===== src/rtl/ggp_pkg.sv =====
package ggp_pkg;

    localparam int BUF_DEPTH   = 65536;
    localparam int ADDR_W      = $clog2(BUF_DEPTH);
    localparam int NUM_GRAINS  = 3;
    localparam int WIN_ENTRIES = 1024;
    localparam int WIN_W       = $clog2(WIN_ENTRIES);
    localparam int FRAC_W      = 16;
    localparam int SMP_W       = 16;
    localparam int MIX_W       = 18;
    localparam int LEN_W       = 17;
    localparam int DUR_W       = 17;
    localparam int OFF_W       = 16;
    localparam int SPD_W       = 21;
    localparam int CFG_W       = 21;
    localparam int CFG_IDX_W   = 3;
    localparam int POS_W       = DUR_W + FRAC_W;
    localparam int RATE_W      = SPD_W + 2;
    localparam int DIV_W       = DUR_W + WIN_W;
    localparam int DVS_W       = 17;
    localparam int GRAIN_W     = 2;

    localparam logic [DUR_W-1:0] MIN_DUR   = DUR_W'(48);
    localparam logic [LEN_W-1:0] LEN_RST   = LEN_W'(65536);
    localparam logic [DUR_W-1:0] DUR_RST   = DUR_W'(65536);
    localparam logic [SPD_W-1:0] SPD_RST   = SPD_W'(65536);
    localparam logic [LEN_W-1:0] LEN_MAX   = LEN_W'(BUF_DEPTH);

    localparam logic [CFG_IDX_W-1:0] REG_LENGTH   = 3'd0;
    localparam logic [CFG_IDX_W-1:0] REG_DURATION = 3'd1;
    localparam logic [CFG_IDX_W-1:0] REG_OFFSET   = 3'd2;
    localparam logic [CFG_IDX_W-1:0] REG_SPEED    = 3'd3;

    typedef enum logic [3:0] {
        ST_IDLE, ST_LOAD, ST_DIV0, ST_DIV1, ST_DIV2, ST_RD0, ST_RD1,
        ST_RD2, ST_MUL0, ST_MUL1, ST_UPD, ST_DONE
    } t_state;

    typedef logic [WIN_ENTRIES-1:0][SMP_W-1:0] t_win_tab;

    // Half-sine in Q30 by truncated odd Taylor series, rounded to Q15.
    function automatic logic [SMP_W-1:0] half_sine(int unsigned i);
        longint unsigned pi_q30;
        longint unsigned one_q30;
        longint unsigned m;
        longint unsigned x;
        longint unsigned x2;
        longint unsigned t;
        longint unsigned s;
        pi_q30  = 64'd3373259426;
        one_q30 = 64'd1 << 30;
        m  = (i > WIN_ENTRIES - i) ? longint'(WIN_ENTRIES - i) : longint'(i);
        x  = (pi_q30 * m) >> WIN_W;
        x2 = (x * x) >> 30;
        // Horner steps, innermost term first.
        t  = one_q30 - ((x2 * one_q30) >> 30) / 64'd110;
        t  = one_q30 - ((x2 * t) >> 30) / 64'd72;
        t  = one_q30 - ((x2 * t) >> 30) / 64'd42;
        t  = one_q30 - ((x2 * t) >> 30) / 64'd20;
        t  = one_q30 - ((x2 * t) >> 30) / 64'd6;
        s = (x * t) >> 30;
        s = (s + (64'd1 << 14)) >> 15;
        if (s > 64'd32767)
            s = 64'd32767;
        return s[SMP_W-1:0];
    endfunction

    function automatic t_win_tab build_win();
        t_win_tab tab;
        for (int i = 0; i < WIN_ENTRIES; i++)
            tab[i] = half_sine(i);
        return tab;
    endfunction

    localparam t_win_tab WIN_TAB = build_win();

endpackage


===== src/rtl/ggp_div.sv =====
module ggp_div
    import ggp_pkg::*;
(
    input  logic             i_clk,
    input  logic             i_rst_n,
    input  logic             i_start,
    input  logic [DIV_W-1:0] i_dividend,
    input  logic [DVS_W-1:0] i_divisor,
    output logic             o_done,
    output logic [DIV_W-1:0] o_quot,
    output logic [DVS_W-1:0] o_rem
);

    localparam int CNT_W = $clog2(DIV_W);

    logic             r_busy;
    logic             r_done;
    logic [CNT_W-1:0] r_cnt;
    logic [DIV_W-1:0] r_quo;
    logic [DVS_W-1:0] r_rem;
    logic [DVS_W-1:0] r_div;
    logic [DVS_W:0]   w_trial;
    logic [DVS_W:0]   w_diff;
    logic             w_ge;

    // One restoring step per cycle, quotient shifts in behind the dividend.
    always_comb begin
        w_trial = {r_rem, r_quo[DIV_W-1]};
        w_ge    = w_trial >= {1'b0, r_div};
        w_diff  = w_trial - {1'b0, r_div};
    end

    always_ff @(posedge i_clk) begin
        if (!i_rst_n) begin
            r_busy <= 1'b0;
            r_done <= 1'b0;
            r_cnt  <= '0;
        end else begin
            r_done <= 1'b0;
            if (i_start) begin
                r_busy <= 1'b1;
                r_cnt  <= '0;
            end else if (r_busy) begin
                r_cnt <= r_cnt + 1'b1;
                if (r_cnt == CNT_W'(DIV_W - 1)) begin
                    r_busy <= 1'b0;
                    r_done <= 1'b1;
                end
            end
        end
    end

    always_ff @(posedge i_clk) begin
        if (i_start) begin
            r_quo <= i_dividend;
            r_rem <= '0;
            r_div <= i_divisor;
        end else if (r_busy) begin
            r_quo <= {r_quo[DIV_W-2:0], w_ge};
            r_rem <= w_ge ? w_diff[DVS_W-1:0] : w_trial[DVS_W-1:0];
        end
    end

    assign o_done = r_done;
    assign o_quot = r_quo;
    assign o_rem  = r_rem;

endmodule


===== config.mk =====
export PLATFORM = sky130hd
export DESIGN_NAME = ggp_div
export DESIGN_NICKNAME = d
export VERILOG_FILES = /design/src/rtl/ggp_pkg.sv /design/src/rtl/ggp_div.sv
export SDC_FILE = /design/constraint.sdc
export NUM_CORES = 1
export LEC_CHECK = 0
export BUFFER_PORTS_ARGS = -buffer_cell sky130_fd_sc_hd__buf_2
export CAP_MARGIN = 10
export CORE_MARGIN = 3
export CORE_UTILIZATION = 50
export CTS_CLUSTER_SIZE = 40
export DETAILED_ROUTE_END_ITERATION = 16
export GPL_TIMING_DRIVEN = 0
export PLACE_DENSITY = 0.76
export SLEW_MARGIN = 40
export SYNTH_ARGS = -nofsm -noshare
export SYNTH_HDL_FRONTEND = slang
export SYNTH_SLANG_ARGS = --single-unit

===== constraint.sdc =====
create_clock -name i_clk -period 2.83 [get_ports i_clk]
set_input_delay 0.849 -clock i_clk [delete_from_list [all_inputs] [get_ports i_clk]]
set_output_delay 0.849 -clock i_clk [all_outputs]
set_load 0.02 [all_outputs]

==> run summary <==
Final setup fails: 0
CP Class: flip-flop to flip-flop
Final hold vios: 0
Crit path buf inv count: 3
Max incr delay on CP: 410 ps
Top FF cell, synth: edfxtp_1
Initial antenna violation count: 0
Mean Syn Cell Area: 11.4 um^2
Synthesized area: 3520 um^2
Initial core utilization: 53.4%
Tmin final: 2700 ps
Die X: 89.9 um
Synth Warn #: 0
Multi-input gate area: 1590 um^2
Setup TNS: 0 ps
Worst setup EP type: flip-flop
CP max FO: 10
Total wire length: 7910 um
Top cell type's share of synthesized area: 37.5%
Gr ovfl total: 0
Outcome: completed
Number of diodes: 0
Synth cell count leaders: 44 x edfxtp_1, 28 x mux2_2, 24 x dfxtp_1
Post-route cell area: 4350 um^2
Routed Antenna Nets: 0
Max_cap viols: 0
Synthesized net count: 376
Cts hold-fix bufs: 0
DR vias/cell: 5.39
Largest net degree at the start of global routing: 28
First-pass GRT wire length: 12,900 um
Filler cells: 557
Site Rows: 29
Synth area leader: edfxtp_1
Sink Count: 68
Clock skew: 8.94 ps
Gpl congestion: 0.850
Share of cells above drive strength 1: 36.3%
DP Area: 4100 um^2
Max clock buf depth: 2
Ys async rst share: 0%
CTS tree: yes
CTS buffer count: 9
Worst Max-Slew Pin Slew: 609 ps
Core ar.: 6600 um^2
Yosys reg bits: 68
Post-DP HPWL: 5730 um
Worst slew margin: 59.4%
Die Footprint: 8090 um^2
Average wire per standard cell: 15.4 um
1st-pass router iterations: 4
Die height: 89.9 um
I/O pins: 92
Synth unique cells: 48
Crit path max-delay family: compound AO/OA/AOI/OAI gates
Register area: 1800 um^2
Vias in the first global route: 2,740
Register area share after synthesis: 51.1%
H-tree Lvls: 3
Via count: 2,774
Reg clk slew, reported paths: 70 ps
Final #Nets: 484
Tcrit/Tclk final: 95.6%
Clk_lat worst skew: 350 ps
PD cells: 548 nW/um^2
Final Power: 2.39 mW
Crit path DAT: 2810 ps
Worst setup margin: 125 ps
Place WS: -323 ps
Leak Pwr: 1.92 nW
Iteration-0 DRC Markers: 91
DRC: 0
Root Driver: clkbuf_8
I/O Buffers: 91
Peak supply drop: 0.377 mV
Hold Path Class: flip-flop to flip-flop
Critical Path Slowest Stage Cell: edfxtp_1
Inst Count DP: 493
Fmax: 0.370 GHz
Most frequent cell after synthesis: edfxtp_1
Layout area overhead: 23.6%
Critical Path RT: 2940 ps
Slew Limit Fails: 0
Critical path cell sequence: inv_2 -> ha_2 -> inv_1 -> fa_2 -> a211oi_2 -> o21ai_2 -> a41oi_2 -> o31ai_4 -> a21bo_1 -> buf_6 -> mux2_2
Post-synth EDFFs: 44
Mapped Cells: 309
GRT Overall Usage: 20.0%
Startpoint type of the worst setup path: flip-flop
Top post-synthesis cells by area: edfxtp_1 38%, dfxtp_1 14%, mux2_2 8.9%, ha_1 6.7%, xor2_1 2.7%
Fin cells: 515
-- where the power goes --
group          switching, mW  internal [mW]  total [mW]  leakage, nW
Sequential            0.0361           1.14        1.18        0.633
Combinational          0.254          0.179       0.433         1.19
Clock                  0.372          0.407       0.778       0.0962
-- worst min-delay path, cell delays in order, from the launching register on --
cell      delay (ps)
dfxtp_1          340
nor2_1            90
a211oi_1          50
-- cell type report --
cell class | instances | area share, %
Sequential cell | 68 | 41.4
Multi-Input combinational cell | 205 | 36.4
Buffer | 14 | 1.67
Clock buffer | 10 | 2.93
Tap cell | 93 | 2.67
Timing Repair Buffer | 97 | 11.5
Inverter | 22 | 1.95
Clock inverter | 6 | 1.49
-- cells in the final DEF (no fill, tap or decap), types with 2 or more instances in the layout --
| cell | instances |
|---|---|
| xor2_1 | 11 |
| buf_6 | 2 |
| inv_1 | 20 |
| xnor2_1 | 7 |
| a21o_1 | 4 |
| o21ai_0 | 7 |
| o211ai_1 | 4 |
| clkinv_2 | 2 |
| a311oi_1 | 4 |
| a32oi_1 | 7 |
| nand2b_1 | 5 |
| nand3_1 | 12 |
| mux2_2 | 28 |
| nor2b_1 | 2 |
| clkbuf_1 | 7 |
| a31oi_1 | 2 |
| buf_1 | 4 |
| a211o_1 | 2 |
| buf_2 | 92 |
| buf_4 | 7 |
| clkinv_4 | 2 |
| edfxtp_1 | 44 |
| nand4_1 | 4 |
| o21a_1 | 2 |
| and2_1 | 2 |
| o31ai_1 | 5 |
| clkbuf_8 | 9 |
| dfxtp_1 | 24 |
| a21oi_1 | 17 |
| mux2i_1 | 2 |
| nand2_1 | 22 |
| ha_1 | 18 |
| nor2_1 | 19 |
-- worst paths after layout --
| path | from | slack [ps] | cells past startpoint | end |
|---|---|---|---|---|
| setup / recovery | o_quot[26] | 130 | 11 | o_quot[0] |
| hold / removal | r_cnt[1] | 520 | 2 | r_cnt[1] |
| hold reg to reg | r_cnt[1] | 520 | 2 | r_cnt[1] |
| setup reg to reg | o_quot[26] | 130 | 11 | o_quot[0] |
-- sequential cells by signal (all words and copies together), names as in the netlist --
register / count
o_quot: 27
r_busy: 1
o_done: 1
r_div: 17
o_rem: 17
r_cnt: 5
-- logic make-up after synthesis --
kind of cell             after synthesis  share of synthesized area [%]
flip-flops                            68                           51.1
multiplexers                          30                           9.52
adder cells (fa/ha/maj)               20                           7.32
buffers and inverters                 36                           4.23
AND/OR/NAND/NOR                       69                           8.98
AO/OA/AOI/OAI                         68                           14.3
XOR/XNOR                              18                           4.47
-- repair_timing --
| action | in CTS | in global routing |
|---|---|---|
| endpoints found under the setup margin | 15 | 44 |
| buffers inserted | 0 | 6 |
| pin swaps | 1 | 7 |
| gates resized for setup | 2 | 6 |
-- through the flow --
step	hold slack [ps]	utilization, %
final	517	65.9
after global routing	545	65.9
after CTS	521	65.1
after detailed placement	514	62.0
after global placement	492	62.0
after floorplan	479	-
-- layer usage --
layer / vias to the layer above / share of wire, % / GRT usage [%]
met5: - / 0 / 0
met4: 0 / 1.6 / 7.53
met3: 12 / 6.3 / 6.34
met2: 87 / 49 / 33.4
met1: 1323 / 43 / 24.2
li1: 1352 / - / -
Power figures use the tool's default switching activity.
